<file path="config.mk">
export PLATFORM = sky130hd
export DESIGN_NAME = small_set_mode_finder_top
export DESIGN_NICKNAME = d
export VERILOG_FILES = /design/src/ssmf_pkg.sv /design/src/ssmf_datapath.sv /design/src/ssmf_ctrl.sv /design/src/small_set_mode_finder_top.sv
export SDC_FILE = /design/constraint.sdc
export NUM_CORES = 1
export LEC_CHECK = 0
export BUFFER_PORTS_ARGS = -buffer_cell sky130_fd_sc_hd__buf_2
export CELL_PAD_IN_SITES_DETAIL_PLACEMENT = 1
export CELL_PAD_IN_SITES_GLOBAL_PLACEMENT = 1
export CORE_ASPECT_RATIO = 1.2
export CORE_MARGIN = 2
export CORE_UTILIZATION = 45
export CTS_BUF_LIST = sky130_fd_sc_hd__clkbuf_16
export DETAILED_ROUTE_END_ITERATION = 12
export GPL_ROUTABILITY_DRIVEN = 0
export GPL_TIMING_DRIVEN = 1
export HOLD_SLACK_MARGIN = 0.08
export MAX_ROUTING_LAYER = met4
export PLACE_DENSITY = 0.78
export SYNTH_ARGS = -nofsm -noshare
export SYNTH_HDL_FRONTEND = slang
export SYNTH_HIERARCHICAL = 1
export SYNTH_SLANG_ARGS = --single-unit
</file>
<file path="constraint.sdc">
create_clock -name clk -period 9.5 [get_ports clk]
set_input_delay 0.95 -clock clk [delete_from_list [all_inputs] [get_ports clk]]
set_output_delay 0.95 -clock clk [all_outputs]
set_load 0.1 [all_outputs]
</file>
<file path="src/ssmf_pkg.sv">
// Shared constants and controller/datapath interface types for the mode finder.
package ssmf_pkg;

    localparam int MAX_POINTS = 8;
    localparam int IDX_W      = (MAX_POINTS > 1) ? $clog2(MAX_POINTS) : 1;
    localparam int CNT_W      = $clog2(MAX_POINTS + 1);
    localparam int OUT_CNT_W  = 4;
    localparam int OUT_CNT_MAX = 15;
    localparam int SAT_W      = (CNT_W > OUT_CNT_W) ? CNT_W : OUT_CNT_W;

    typedef struct packed {
        logic load;       // store the incoming word
        logic scan_init;  // reset scan index and best-so-far count
        logic scan_step;  // evaluate one candidate, advance index
        logic finish;     // clear fill count and overflow flag
    } ssmf_cmd_t;

    typedef struct packed {
        logic scan_last;  // current candidate is the last stored word
    } ssmf_status_t;

endpackage

</file>
<file path="src/ssmf_datapath.sv">
// Datapath: value store, fill/overflow tracking, count pass and best-so-far registers.
module ssmf_datapath
    import ssmf_pkg::*;
(
    input  logic                 clk,
    input  logic                 rst_n,
    input  ssmf_cmd_t            cmd,
    output ssmf_status_t         status,
    input  logic [31:0]          label_value,
    output logic [31:0]          mode_value,
    output logic [OUT_CNT_W-1:0] mode_count,
    output logic                 overflowed
);

    logic [31:0]      store_reg [MAX_POINTS];
    logic [CNT_W-1:0] fill_count_reg, fill_count_next;
    logic             overflow_reg, overflow_next;
    logic [IDX_W-1:0] idx_reg, idx_next;
    logic [CNT_W-1:0] best_cnt_reg, best_cnt_next;
    logic [31:0]      best_val_reg, best_val_next;

    logic [31:0]         cand;
    logic [MAX_POINTS-1:0] match;
    logic [CNT_W-1:0]    cand_cnt;
    logic                full;
    logic [SAT_W-1:0]    cnt_wide;

    assign full = (fill_count_reg == CNT_W'(MAX_POINTS));
    assign cand = store_reg[idx_reg];

    always_comb
    begin
        for (int j = 0; j < MAX_POINTS; j++)
        begin
            match[j] = (IDX_W'(j) >= idx_reg) && (CNT_W'(j) < fill_count_reg)
                       && (store_reg[j] == cand);
        end
    end

    assign cand_cnt = CNT_W'($countones(match));
    assign status.scan_last = ((CNT_W'(idx_reg) + CNT_W'(1)) == fill_count_reg);

    always_comb
    begin
        fill_count_next = fill_count_reg;
        overflow_next   = overflow_reg;
        idx_next        = idx_reg;
        best_cnt_next   = best_cnt_reg;
        best_val_next   = best_val_reg;
        if (cmd.load)
        begin
            if (full)
                overflow_next = 1'b1;
            else
                fill_count_next = fill_count_reg + CNT_W'(1);
        end
        if (cmd.scan_init)
        begin
            idx_next      = '0;
            best_cnt_next = '0;
        end
        if (cmd.scan_step)
        begin
            idx_next = idx_reg + IDX_W'(1);
            if (cand_cnt > best_cnt_reg)
            begin
                best_cnt_next = cand_cnt;
                best_val_next = cand;
            end
        end
        if (cmd.finish)
        begin
            fill_count_next = '0;
            overflow_next   = 1'b0;
        end
    end

    always_ff @(posedge clk or negedge rst_n)
    begin
        if (!rst_n)
        begin
            fill_count_reg <= '0;
            overflow_reg   <= 1'b0;
            idx_reg        <= '0;
            best_cnt_reg   <= '0;
        end
        else
        begin
            fill_count_reg <= fill_count_next;
            overflow_reg   <= overflow_next;
            idx_reg        <= idx_next;
            best_cnt_reg   <= best_cnt_next;
        end
    end

    always_ff @(posedge clk)
    begin
        best_val_reg <= best_val_next;
        if (cmd.load && !full)
            store_reg[fill_count_reg[IDX_W-1:0]] <= label_value;
    end

    assign cnt_wide   = SAT_W'(best_cnt_reg);
    assign mode_value = best_val_reg;
    assign mode_count = (cnt_wide > SAT_W'(OUT_CNT_MAX)) ? OUT_CNT_W'(OUT_CNT_MAX)
                                                         : cnt_wide[OUT_CNT_W-1:0];
    assign overflowed = overflow_reg;

endmodule

</file>
<file path="src/ssmf_ctrl.sv">
// Controller: load / count-pass / emit sequencing for the mode finder.
module ssmf_ctrl
    import ssmf_pkg::*;
(
    input  logic         clk,
    input  logic         rst_n,
    input  logic         start,
    input  logic         last_value,
    input  ssmf_status_t status,
    output ssmf_cmd_t    cmd,
    output logic         busy,
    output logic         done
);

    localparam logic [1:0] ST_IDLE = 2'd0;
    localparam logic [1:0] ST_SCAN = 2'd1;
    localparam logic [1:0] ST_EMIT = 2'd2;

    logic [1:0] state_reg, state_next;
    logic       accept;

    assign accept = start && (state_reg == ST_IDLE);

    always_comb
    begin
        state_next    = state_reg;
        cmd           = '0;
        cmd.load      = accept;
        cmd.scan_init = accept && last_value;
        case (state_reg)
            ST_IDLE:
            begin
                if (accept && last_value)
                    state_next = ST_SCAN;
            end
            ST_SCAN:
            begin
                cmd.scan_step = 1'b1;
                if (status.scan_last)
                    state_next = ST_EMIT;
            end
            ST_EMIT:
            begin
                cmd.finish = 1'b1;
                state_next = ST_IDLE;
            end
            default:
            begin
                state_next = ST_IDLE;
            end
        endcase
    end

    always_ff @(posedge clk or negedge rst_n)
    begin
        if (!rst_n)
            state_reg <= ST_IDLE;
        else
            state_reg <= state_next;
    end

    assign busy = (state_reg != ST_IDLE);
    assign done = (state_reg == ST_EMIT);

endmodule

</file>
<file path="src/small_set_mode_finder_top.sv">
// Top level of the small-set mode finder.
//
//  channel | signals                                  | handshake
//  --------+------------------------------------------+---------------------------
//  input   | label_value[31:0], last_value            | taken when start && !busy
//  result  | mode_value[31:0], mode_count[3:0],       | valid one cycle with done
//          | overflowed                               |
//
// A word without last_value is taken while idle; busy stays low.
// A word with last_value starts the count pass, which takes each stored word
// (1..MAX_POINTS) in turn as the candidate, then an emit state with done high.
// The count pass compares one candidate per cycle with words from its index on.
// rst_n clears fill count, overflow flag and controller state.
// overflowed clears after done; done lasts one cycle; the receiver cannot stall.
module small_set_mode_finder_top
    import ssmf_pkg::*;
(
    input  logic                 clk,
    input  logic                 rst_n,
    input  logic                 start,
    output logic                 busy,
    input  logic [31:0]          label_value,
    input  logic                 last_value,
    output logic                 done,
    output logic [31:0]          mode_value,
    output logic [OUT_CNT_W-1:0] mode_count,
    output logic                 overflowed
);

    ssmf_cmd_t    cmd;
    ssmf_status_t status;

    ssmf_ctrl u_ctrl (
        .clk        (clk),
        .rst_n      (rst_n),
        .start      (start),
        .last_value (last_value),
        .status     (status),
        .cmd        (cmd),
        .busy       (busy),
        .done       (done)
    );

    ssmf_datapath u_datapath (
        .clk         (clk),
        .rst_n       (rst_n),
        .cmd         (cmd),
        .status      (status),
        .label_value (label_value),
        .mode_value  (mode_value),
        .mode_count  (mode_count),
        .overflowed  (overflowed)
    );

    a_done_single: assert property (@(posedge clk) disable iff (!rst_n)
        done |=> !done)
        else $error("done held longer than one cycle");

    a_last_goes_busy: assert property (@(posedge clk) disable iff (!rst_n)
        (start && !busy && last_value) |=> busy)
        else $error("last word did not start the count pass");

    a_count_nonzero: assert property (@(posedge clk) disable iff (!rst_n)
        done |-> (mode_count != '0))
        else $error("result with zero count");

    a_done_to_idle: assert property (@(posedge clk) disable iff (!rst_n)
        done |=> !busy)
        else $error("not idle after result");

endmodule
</file>
; ---- After elaboration in Yosys (flattened, before gate mapping)
; Memories as Yosys holds them, arrays and structs flattened.
; Cells that the tools add are included.
[word_totals]
wordCells = 98
regBits = 46
mem_bits_rw = 256
mem_count = 1
[memory_table]
columns = memory, words, word_bits, read_ports, rd_clocked_by_memory_dff, write_ports, line_no
row1 = u_datapath.store_reg, 8, 32, 9, 0, 1, ssmf_datapath.sv:15  ; logic [31:0] store_reg [MAX_POINTS];
[classes]
n_eq_ne = 15
n_mux = 19
order_cmp = 18
n_addsub = 10
n_reduce_logical = 29
[op_table]
columns = operator, n
row1 = $eq A32 B32 Y1, 8
row2 = $mux W4, 7
row3 = $logic_and A1 B1 Y1, 19
row4 = $lt A3 B4 Y1 const A, 4
row5 = $add A4 B4 Y4, 3
row6 = $ge A3 B3 Y1 const A, 4
row7 = $add A1 B1 Y2, 4
row8 = $lt A1 B4 Y1 const A, 2
row9 = $lt A2 B4 Y1 const A, 2
row10 = $reduce_and A2 Y1, 4
row11 = $reduce_bool A2 Y1, 4
row12 = $mux W1, 7
row13 = $ge A1 B3 Y1 const A, 2
row14 = $ge A2 B3 Y1 const A, 2
row15 = $mux W3, 2
row16 = $ne A2 B2 Y1 const B, 3
row17 = $add A3 B1 Y4 const B, 1
row18 = $add A4 B1 Y4 const B, 1
row19 = $eq A4 B4 Y1, 1
row20 = $eq A4 B4 Y1 const B, 1
row21 = $gt A4 B4 Y1, 1
row22 = $gt A4 B4 Y1 const B, 1
row23 = $mux W2, 2
row24 = $pmux W2 S2, 1
row25 = other kinds (5), 5

; ---- Depth between registers and ports, before layout
; Gate-level depths: netlist (run 1).
[logic_depth]
word_depth = 9
depth_mapped = 24

; ---- Modules after synthesis
; Netlist (run 1), hierarchy kept.
[by_module_without_submodules]
columns = mod, instances, cells_per_inst, area_per_inst_um2
row1 = ssmf_datapath, 1, 953, 14790.4
row2 = ssmf_ctrl, 1, 15, 136.4

; ---- Worst setup path after synthesis (run 1)
; Ideal clock, no wire load.
[synth_path]
kind = flip-flop to flip-flop
startpoint = register u_datapath.idx_reg[0]
endpoint = register u_datapath.best_cnt_reg[3]
setup_ns = 0.125
arrival_ns = 7.246
required_time_ns = 9.375
path_buffers = 3
slack_ns = 2.129
path_stages_with_launch = 24
path_cell_list = dfrtp_1 -> buf_6 -> inv_2 -> buf_4 -> buf_6 -> nand2_1 -> nand2_1 -> xor2_1 -> nor4_1 -> nand3_1 -> or3_1 -> fa_1 -> fa_1 -> inv_1 -> fa_1 -> ha_1 -> fa_1 -> ha_1 -> nor2b_1 -> o21ai_0 -> nand2b_1 -> a21oi_1 -> nor2_1 -> mux2_2
[synth_between]
elab_chain_cells = 9
word_cells_on_any_way = 43
classes_between = 7 x add/sub / 9 x order compare / 8 x eq/ne / 2 x mux / 16 x reduce/logical / 1 x memory
[synth_rtl]
columns = item, line_no
row1 = start: declaration, ssmf_datapath.sv:18  ; logic [IDX_W-1:0] idx_reg, idx_next;
row2 = start signal: assignment, ssmf_datapath.sv:91  ; idx_reg <= idx_next;
row3 = $mem_v2 Z8 W32 (*), --
row4 = named net u_datapath.cand[7], ssmf_datapath.sv:22  ; logic [31:0] cand;
row5 = $eq A32 B32 Y1, ssmf_datapath.sv:36  ; && (store_reg[j] == cand);
row6 = $logic_and A1 B1 Y1, ssmf_datapath.sv:36
row7 = $add A1 B1 Y2 (implied by the code), ssmf_datapath.sv:40  ; assign cand_cnt = CNT_W'($countones(match));
row8 = $add A4 B4 Y4 (implied by the code), ssmf_datapath.sv:40
row9 = $add A4 B4 Y4 (implied by the code) (*), ssmf_datapath.sv:40
row10 = $gt A4 B4 Y1, ssmf_datapath.sv:65  ; if (cand_cnt > best_cnt_reg)
row11 = $mux W4 (*), ssmf_datapath.sv:65
row12 = $mux W4 (*), ssmf_datapath.sv:62  ; if (cmd.scan_step)
row13 = named net u_datapath.best_cnt_next[3], ssmf_datapath.sv:19  ; logic [CNT_W-1:0] best_cnt_reg, best_cnt_next;
row14 = end signal: assignment, ssmf_datapath.sv:92  ; best_cnt_reg <= best_cnt_next;
row15 = end: declaration, ssmf_datapath.sv:19
; Mark *: on every way through the listed nets, which the timed path passes. The rest lies on a longest branch.
; A chain may end at the register's enable or synchronous reset.

; ---- Worst setup path after layout (run 1)
[layout_path]
startpoint = register u_datapath.idx_reg[2]
endpoint = register u_datapath.best_val_reg[30], in the netlist u_datapath/mode_value[30], enable pin
[layout_between]
elab_chain_cells = 8
word_cells_on_any_way = 42
classes_between = 7 x add/sub / 9 x order compare / 8 x eq/ne / 17 x reduce/logical / 1 x memory
[layout_rtl]
columns = item, line_no
row1 = "$mem_v2 Z8 W32, or another cell as far along", --
row2 = $eq A32 B32 Y1 or $logic_and A1 B1 Y1 (tied branches), "ssmf_datapath.sv:36, ssmf_datapath.sv:35"
row3 = $logic_and A1 B1 Y1, ssmf_datapath.sv:36
row4 = $add A1 B1 Y2 (implied by the code), ssmf_datapath.sv:40
row5 = $add A4 B4 Y4 (implied by the code), ssmf_datapath.sv:40
row6 = $add A4 B4 Y4 (implied by the code) (*), ssmf_datapath.sv:40
row7 = $gt A4 B4 Y1 (*), ssmf_datapath.sv:65
row8 = $reduce_and A2 Y1 (no source line) (*), --
row9 = end signal: assignment, ssmf_datapath.sv:98  ; best_val_reg <= best_val_next;
row10 = end: declaration, ssmf_datapath.sv:20  ; logic [31:0] best_val_reg, best_val_next;
; Every way passes the cells marked *; elsewhere a longest branch is shown, timed or not.

==> results of run 1 <==
power groups by stage:
stage	Combinational [mW]	Clock [mW]	Sequential (mW)
finish	2.60	1.10	1.80
global route	2.72	1.17	1.82
CTS	2.58	1.12	1.80
detailed placement	2.56	0	1.83
global placement	2.52	0	1.82
floorplan	1.84	0	1.74
area by class of cell:
type	count	share of cell area, %
Antenna cell	1	0.0150
Clock buffer	31	4.65
Clock inverter	23	0.743
Inverter	40	0.901
Multi-Input combinational cell	599	33.8
Sequential cell	302	54.0
Tap cell	412	3.09
Timing Repair Buffer	87	2.81
cell families (layout without fill, tap and decap cells):
group	count (synthesis)	count (layout)	share of synthesized area (%)
flip-flops	302	302	60.3
XOR/XNOR	263	263	15.4
AND/OR/NAND/NOR	178	178	6.53
multiplexers	93	93	11.2
buffers and inverters	67	181	2.38
AO/OA/AOI/OAI	49	49	2.64
adder cells (fa/ha/maj)	16	16	1.54
other	0	1	0
cells in the mapped netlist (all sizes together) (3+ instances only):
| master | instances | area, um2 |
|---|---|---|
| nor4 | 39 | 250 |
| buf | 23 | 190 |
| ha | 12 | 150 |
| o22ai | 9 | 56.3 |
| edfxtp | 288 | 8650 |
| nor2 | 19 | 81.3 |
| nand2 | 39 | 156 |
| a22oi | 6 | 45.0 |
| o31ai | 3 | 22.5 |
| mux4 | 47 | 1070 |
| nor2b | 7 | 46.3 |
| nor3 | 12 | 60.1 |
| dfrtp | 14 | 350 |
| a2111oi | 3 | 26.3 |
| nand3 | 13 | 70.1 |
| clkbuf | 4 | 15.0 |
| nand4 | 39 | 244 |
| fa | 4 | 80.1 |
| xnor2 | 129 | 1130 |
| nand2b | 5 | 31.3 |
| a21oi | 12 | 101 |
| mux2i | 44 | 578 |
| inv | 40 | 150 |
| xor2 | 134 | 1170 |
| o21ai | 10 | 91.3 |
cells in the final DEF, fill, tap and decap left out, drive strengths merged:
| cell | instances |
|---|---|
| inv | 48 |
| nor3 | 12 |
| nor4 | 39 |
| nand4 | 39 |
| a31o | 1 |
| nand3 | 13 |
| a2111oi | 3 |
| mux2i | 44 |
| o31ai | 3 |
| clkinv | 14 |
| nor2 | 19 |
| o22ai | 9 |
| xnor2 | 129 |
| and2 | 1 |
| buf | 87 |
| bufinv | 1 |
| o2bb2ai | 1 |
| fa | 4 |
| dfrtp | 14 |
| or2 | 2 |
| clkbuf | 31 |
| xor2 | 134 |
| nand2 | 39 |
| edfxtp | 288 |
| nand3b | 1 |
| nor2b | 7 |
| diode | 1 |
| nand2b | 5 |
| ha | 12 |
| a21o | 2 |
| a21oi | 12 |
| a31oi | 2 |
| o21ai | 10 |
| mux2 | 2 |
| a22oi | 6 |
| or3 | 1 |
| mux4 | 47 |
metrics by stage:
stage                     cell area [um2]  hold slack [ns]  utilization, %
after floorplan                     14900            0.548               -
after global placement              15800            0.475            48.0
after detailed placement            15800            0.495            48.0
after CTS                           16700            0.272            50.7
after global routing                16700            0.292            50.7
final                               16700            0.276            50.7
worst max path at each step:
stage | from | end | slack [ns] | cells after the start
after floorplan | u_datapath/idx_reg[0] | u_datapath/best_cnt_reg[3] | 2.13 | 23
after global placement | u_datapath/idx_reg[2] | u_datapath/mode_value[12] | 0.74 | 21
after detailed placement | u_datapath/idx_reg[2] | u_datapath/mode_value[23] | 0.51 | 21
after CTS | u_datapath/idx_reg[2] | u_datapath/mode_value[29] | 0.46 | 21
after global routing | u_datapath/idx_reg[2] | u_datapath/mode_value[4] | 0.04 | 21
final | u_datapath/idx_reg[2] | u_datapath/mode_value[30] | 0.37 | 21
critical path: cells and delay by family, from the launching register on:
| family | cells | cell delay (ns) |
|---|---|---|
| fa+ha+maj | 6 | 2.56 |
| simple gates | 7 | 2.15 |
| buf+inv | 3 | 1.05 |
| flops | 1 | 0.93 |
| mux | 2 | 0.88 |
| compound gates | 3 | 1.13 |
metal layers:
layer,global-route usage (%),up-vias,share of wire [%]
li1,-,3818,-
met5,-,-,0
met3,4.11,107,6.7
met1,32.8,4542,38
met2,44.5,395,50
met4,13.9,0,5.7
==> impl_metrics.json, run 1 <==
{
  "worstSetupPathType": "reg -> reg",
  "htree_levels": 1,
  "cp.required_ns": 9.73,
  "cts-buffers-inserted": 30,
  "ff_latch_area_um2": 9000,
  "synthesis.nets": 1020,
  "ctsResizeCount": 0,
  "drc": 0,
  "die_h_um": 204,
  "tns_ns": 0,
  "finClkSkew_ns": 0.0142,
  "floorplan.initialDensity_pct": 45.4,
  "synth_edf_count": 288,
  "row_count": 73,
  "cts_buffer_depth": 3,
  "worstPathMaxFanout": 49,
  "dr.first_iter.drc_count": 928,
  "ctsHoldBuffers": 0,
  "via_per_inst": 5.93,
  "stdcell_count": 1495,
  "reg2regPathDepth": 21,
  "vias": 8862,
  "p_sw_share_pct": 42.6,
  "p_total_mw": 5.51,
  "cap_violations": 0,
  "dieArea_um2": 34600,
  "slew_violations": 0,
  "synth_cells": 968,
  "clkSlewWorstSetupHoldPaths_ns": 0.06,
  "intPower_mw": 3.16,
  "synth_warnings": 6,
  "io_pins": 75,
  "grt_pass1_vias": 9355,
  "die_x_um": 170,
  "first_pass_iters": 5,
  "fill_cells": 3193,
  "num-nets-final": 1112,
  "fmax_mhz": 110,
  "leakagePower_nw": 5.61,
  "ys_seq_area_share_pct": 60.3,
  "grt_pass1_wl_um": 64900,
  "wl_per_cell_um": 29.8,
  "pre_cts_ws_ns": 0.513,
  "peakVddDrop_mv": 0.137,
  "track_usage_pct": 27.2,
  "largest_reg_flops": 256,
  "synthArstFlopShare_pct": 4.64,
  "cp_slowest_stage_delay_ns": 0.94,
  "synthDistinctLibCells": 52,
  "path_cells": "buf_4 > mux4_2 > mux2i_4 > nor2_1 > a2111oi_0 > nand4_1 > nor4_1 > nand4_1 > fa_1 > fa_1 > inv_1 > fa_1 > ha_1 > fa_1 > ha_1 > nor2b_1 > o21ai_0 > nand2b_1 > a21oi_1 > nor2_4 > buf_4",
  "status": "completed",
  "syn_area_per_cell_um2": 15.4,
  "power_density_nw_per_um2": 330,
  "antenna_left": 0,
  "dp_cells": 1440,
  "crit_path_end_kind": "flip-flop",
  "cts-root-buf": "clkbuf_16",
  "setup_viol": 0,
  "cp_slowest_cell": "a2111oi_0",
  "hold_viol_final": 0,
  "crit_path_frequent_cell": "fa_1",
  "insertion_delay_ns": 0.57,
  "core_area_um2": 32900,
  "grt_start_max_net_pins": 50,
  "synth-seq-cells": 302,
  "antenna_found_initial": 1,
  "p_comb_share_pct": 47.3,
  "yosys_most_used_dff": "edfxtp_1",
  "post-cts-setup-buffers": 0,
  "hold_class": "in -> async",
  "clkPwrFrac_pct": 20.0,
  "worst_ep_arrival_time_ns": 9.36,
  "clkSinkCount": 302,
  "syn_to_final_growth_pct": 11.7,
  "drive_gt1_share_pct": 20.2,
  "place.port_buffers": 74,
  "cts_tree": "yes",
  "r2r-start": "u_datapath/idx_reg[2]",
  "p_switching_mw": 2.35,
  "timing.rr.end": "u_datapath/mode_value[30]",
  "relSlewSlack_pct": 27.6,
  "hpwlAfterDp_um": 31800,
  "overflow": 0,
  "layout_min_cycle_time_ns": 9.13,
  "worstMarginPinSlew_ns": 1.06,
  "start_kind": "flip-flop",
  "syn_area_um2": 14900,
  "layout_setup_ws_ns": 0.372,
  "rsz0062_at_grt": "no",
  "finalCritPeriodShare_pct": 96.1,
  "multi_input_area_um2": 5630,
  "routed_wl_um": 44500,
  "reg2reg_slack_ns": 0.37,
  "pwr-share-seq_pct": 32.8
}
(Power assumes the default switching activity.)
==> run 2, diff against run 1 <==
Settings changed: CORE_UTILIZATION 45 to 40, PLACE_DENSITY 0.78 to 0.72.
==> run 2 against run 1 <==
Net effect:
- core utilization is 5.0 points lower
- maximum frequency is 5.1% higher
- power is 2.0% higher
- clock-buffer cell count is the same
- critical endpoint is now u_datapath/mode_value[18]
- sequential share of layout area down 0.43 points
- sequential power is 3% higher
- hold slack better by 0.0022 ns
- cell count grew 4.1%
- via count down 1.3%
- setup slack improved by 0.45 ns
- non-clock buffer count is the same
- critical path depth decreased by 1
==> impl_metrics.json, run 2 (synthesized netlist as in run 1, its figures left out) <==
{
  "status": "completed",
  "hold_viol_final": 0,
  "tns_ns": 0,
  "worstSetupPathType": "reg -> reg",
  "wl_per_cell_um": 28.7,
  "ctsHoldBuffers": 0,
  "dr.first_iter.drc_count": 798,
  "cts_tree": "yes",
  "p_total_mw": 5.62,
  "syn_to_final_growth_pct": 12.6,
  "place.port_buffers": 74,
  "fmax_mhz": 115,
  "ctsResizeCount": 0,
  "setup_viol": 0,
  "cts_buffer_depth": 3,
  "worstMarginPinSlew_ns": 1.07,
  "relSlewSlack_pct": 26.9,
  "track_usage_pct": 23.5,
  "cap_violations": 0,
  "stdcell_count": 1557,
  "insertion_delay_ns": 0.58,
  "dp_cells": 1502,
  "timing.rr.end": "u_datapath/mode_value[18]",
  "r2r-start": "u_datapath/idx_reg[1]",
  "path_cells": "mux4_2 > mux2i_4 > nor2_1 > a2111oi_0 > nand4_1 > nor4_1 > nand4_1 > fa_1 > fa_1 > inv_1 > fa_1 > ha_1 > fa_1 > ha_1 > nor2b_1 > o21ai_0 > nand2b_1 > a21oi_1 > nor2_4 > buf_4",
  "vias": 8744,
  "dieArea_um2": 38900,
  "grt_pass1_vias": 9137,
  "floorplan.initialDensity_pct": 40.6,
  "cp_slowest_cell": "dfrtp_4",
  "cts-root-buf": "clkbuf_16",
  "routed_wl_um": 44700,
  "multi_input_area_um2": 5630,
  "row_count": 77,
  "finClkSkew_ns": 0.0208,
  "io_pins": 75,
  "post-cts-setup-buffers": 0,
  "reg2reg_slack_ns": 0.82,
  "final_common_cell": "edfxtp_1",
  "hpwlAfterDp_um": 31400,
  "via_per_inst": 5.62,
  "antenna_left": 0,
  "diodes": 0,
  "drc": 0,
  "drive_gt1_share_pct": 20.7,
  "hold_class": "in -> async",
  "worstPathMaxFanout": 57,
  "crit_path_frequent_cell": "fa_1",
  "die_x_um": 180,
  "first_pass_iters": 5,
  "cp.required_ns": 9.74,
  "num-nets-final": 1112,
  "fill_cells": 3615,
  "core_area_um2": 36800,
  "rsz0062_at_grt": "no",
  "clkSinkCount": 302,
  "grt_pass1_wl_um": 64500,
  "leakagePower_nw": 5.63,
  "layout_min_cycle_time_ns": 8.68,
  "finalCritPeriodShare_pct": 91.4,
  "antenna_found_initial": 0,
  "largest_reg_flops": 256,
  "clkSlewWorstSetupHoldPaths_ns": 0.06,
  "grt_start_max_net_pins": 65,
  "overflow": 0,
  "start_kind": "flip-flop",
  "slew_violations": 0,
  "ff_latch_area_um2": 9010,
  "reg2regPathDepth": 20,
  "power_density_nw_per_um2": 334,
  "cp_slowest_stage_delay_ns": 1.13,
  "die_h_um": 216,
  "crit_path_end_kind": "flip-flop",
  "cp-startpoint": "u_datapath/idx_reg[1]",
  "worst_ep_arrival_time_ns": 8.92,
  "final_cell_mix": "288 x edfxtp_1, 134 x xor2_1, 129 x xnor2_1",
  "peakVddDrop_mv": 0.149,
  "cts-buffers-inserted": 30,
  "htree_levels": 1
}
-- run 2: cell types whose count changed in the layout (fill, tap and decap cells not counted) --
cell        change
clkinv_4        -1
diode_2         -1
dfrtp_4         +1
clkinvlp_4      +2
dfrtp_2         -1
bufinv_16       +2
clkinv_2        +2
inv_1           -4
-- run 2: layout make-up --
class	count	area share (%)
Multi-Input combinational cell	599	33.5
Sequential cell	302	53.6
Tap cell	474	3.53
Clock buffer	31	4.61
Inverter	40	0.893
Clock inverter	24	1.10
Timing Repair Buffer	87	2.78
-- run 2: per-layer routing --
metal | vias up | track usage (%) | part of all wire, %
li1 | 3824 | - | -
met1 | 4538 | 29.4 | 40
met2 | 317 | 40.2 | 51
met3 | 65 | 2.35 | 5.3
met4 | 0 | 7.90 | 3.5
met5 | - | - | 0
-- run 2: per-stage QoR --
step | setup slack, ns | cell area (um2) | util, % | hold WS [ns]
2_1_floorplan | 2.13 | 14900 | - | 0.548
3_3_place_gp | 0.919 | 15900 | 43.1 | 0.474
3_5_place_dp | 0.896 | 15900 | 43.1 | 0.497
4_1_cts | 0.876 | 16800 | 45.7 | 0.272
5_1_grt | 0.501 | 16800 | 45.7 | 0.288
6_report | 0.817 | 16800 | 45.7 | 0.278
-- run 2: worst max path at each step --
stage	end	slack [ns]	cells past startpoint
after floorplan	u_datapath/best_cnt_reg[3]	2.13	23
after CTS	u_datapath/mode_value[18]	0.88	20
final	u_datapath/mode_value[18]	0.82	20
after global placement	u_datapath/mode_value[18]	0.92	20
after global routing	u_datapath/mode_value[9]	0.50	20
after detailed placement	u_datapath/mode_value[18]	0.90	20
-- run 2: critical path: cells and delay by family (launching register included) --
kind / cells / cell delay (ns)
muxes: 2 / 1.12
buffers and inverters: 2 / 0.49
adders and majority gates: 6 / 2.57
DFF: 1 / 1.13
AOI/OAI and AO/OA: 3 / 1.12
and+or+nand+nor: 7 / 1.85
-- run 2: report_power, final --
part	total [mW]	internal (mW)	switching (mW)
logic	2.59	0.920	1.67
clock network	1.17	0.668	0.506
registers	1.85	1.64	0.217
==> run 3, diff against run 2 <==
Settings changed: RECOVER_POWER set to 25.
==> run 3 against run 2 <==
Net effect:
- die area unchanged
- critical path type unchanged
- largest cell class unchanged
- clock power barely moved
- first-iteration DRC count rose by 0.88%
- maximum frequency down 0.85%
- sequential power barely moved
- sequential share of layout area grew 0.092 points
- critical path depth did not move
- via count is 0.73% higher
- clock skew fell by 0.0021 ns
- power is essentially flat
==> impl_metrics.json, run 3 (synthesized netlist as in run 1, its figures left out) <==
{
  "diodes": 0,
  "relSlewSlack_pct": 25.4,
  "antenna_found_initial": 0,
  "ctsHoldBuffers": 0,
  "track_usage_pct": 23.5,
  "worstSetupPathType": "reg -> reg",
  "hpwlAfterDp_um": 31400,
  "multi_input_area_um2": 5630,
  "grt_pass1_vias": 9137,
  "setup_viol": 0,
  "drive_gt1_share_pct": 18.6,
  "cts-root-buf": "clkbuf_16",
  "start_kind": "flip-flop",
  "dr.first_iter.drc_count": 805,
  "die_h_um": 216,
  "cts-buffers-inserted": 30,
  "fill_cells": 3615,
  "cts_tree": "yes",
  "hold_viol_final": 0,
  "floorplan.initialDensity_pct": 40.6,
  "cp_slowest_stage_delay_ns": 1.13,
  "ctsResizeCount": 0,
  "drc": 0,
  "crit_path_frequent_cell": "fa_1",
  "dieArea_um2": 38900,
  "die_x_um": 180,
  "crit_path_end_kind": "flip-flop",
  "insertion_delay_ns": 0.58,
  "via_per_inst": 5.66,
  "first_pass_iters": 5,
  "hold_class": "in -> async",
  "slew_violations": 0,
  "peakVddDrop_mv": 0.149,
  "syn_to_final_growth_pct": 12.4,
  "rsz0062_at_grt": "no",
  "grt_start_max_net_pins": 65,
  "finalCritPeriodShare_pct": 92.2,
  "clkSinkCount": 302,
  "ff_latch_area_um2": 9010,
  "worstPathMaxFanout": 57,
  "core_area_um2": 36800,
  "p_total_mw": 5.61,
  "final_cell_mix": "288 x edfxtp_1, 134 x xor2_1, 129 x xnor2_1",
  "worst_ep_arrival_time_ns": 9.00,
  "wl_per_cell_um": 28.7,
  "cts_buffer_depth": 3,
  "post-route-util_pct": 45.6,
  "worstMarginPinSlew_ns": 1.09,
  "power_density_nw_per_um2": 334,
  "cp_slowest_cell": "dfrtp_4",
  "cap_violations": 0,
  "tns_ns": 0,
  "io_pins": 75,
  "overflow": 0,
  "place.port_buffers": 74,
  "cp.required_ns": 9.74,
  "post-cts-setup-buffers": 0,
  "htree_levels": 1,
  "antenna_left": 0,
  "fmax_mhz": 114,
  "row_count": 77,
  "num-nets-final": 1112,
  "clkSlewWorstSetupHoldPaths_ns": 0.06,
  "critPathTopFamily": "adder cells",
  "vias": 8808,
  "largest_reg_flops": 256,
  "leakagePower_nw": 5.56,
  "grt_pass1_wl_um": 64500,
  "final_common_cell": "edfxtp_1",
  "routed_wl_um": 44700,
  "path_cells": "mux4_2 > mux2i_4 > nor2_1 > a2111oi_0 > nand4_1 > nor4_1 > nand4_1 > fa_1 > fa_1 > inv_1 > fa_1 > ha_1 > fa_1 > ha_1 > nor2b_1 > o21ai_0 > nand2b_1 > a21oi_1 > nor2_4 > buf_4",
  "finClkSkew_ns": 0.0188,
  "cp_num_buf_inv": 2,
  "layout_min_cycle_time_ns": 8.76,
  "status": "completed"
}
-- run 3: metrics by stage --
stage               std cells  hold slack [ns]  instance area (um2)  worst slack, ns
floorplan                 968            0.548                14900             2.13
global placement         1502            0.474                15900            0.919
detailed placement       1502            0.497                15900            0.896
CTS                      1557            0.272                16800            0.876
global route             1557            0.495                16800            0.501
finish                   1557            0.445                16800            0.742
-- run 3: power breakdown --
part	switching (mW)	internal [mW]
clock network	0.504	0.668
registers	0.218	1.64
logic	1.67	0.918
-- run 3: path summary, 6_finish.rpt --
path	startpoint	slack, ns	end	depth (start not counted)
min in group clk	u_datapath/overflowed	0.51	u_datapath/overflowed	2
min reg2reg	u_datapath/overflowed	0.51	u_datapath/overflowed	2
max in group asynchronous	rst_n	8.47	u_datapath/idx_reg[1]	1
min	rst_n	0.44	u_datapath/fill_count_reg[3]	1
max reg2reg	u_datapath/idx_reg[1]	0.74	u_datapath/mode_value[18]	20
max	u_datapath/idx_reg[1]	0.74	u_datapath/mode_value[18]	20
-- run 3: layout make-up --
cell class	instances	area share, %
clock inverter	24	1.10
inverter	40	0.895
sequential	302	53.7
timing repair buffer	87	2.62
tap	474	3.53
multi-input combinational	599	33.6
clock buffer	31	4.62
-- run 3: routing by layer --
layer  wire (um)  share of wire [%]  vias to the layer above  global-route usage, %
li1            -                  -                     3821                      -
met2       22800                 51                      325                   40.2
met3        2370                5.3                       78                   2.35
met4        1700                3.8                        0                   7.90
met5           0                  0                        -                      -
met1       17800                 40                     4584                   29.4
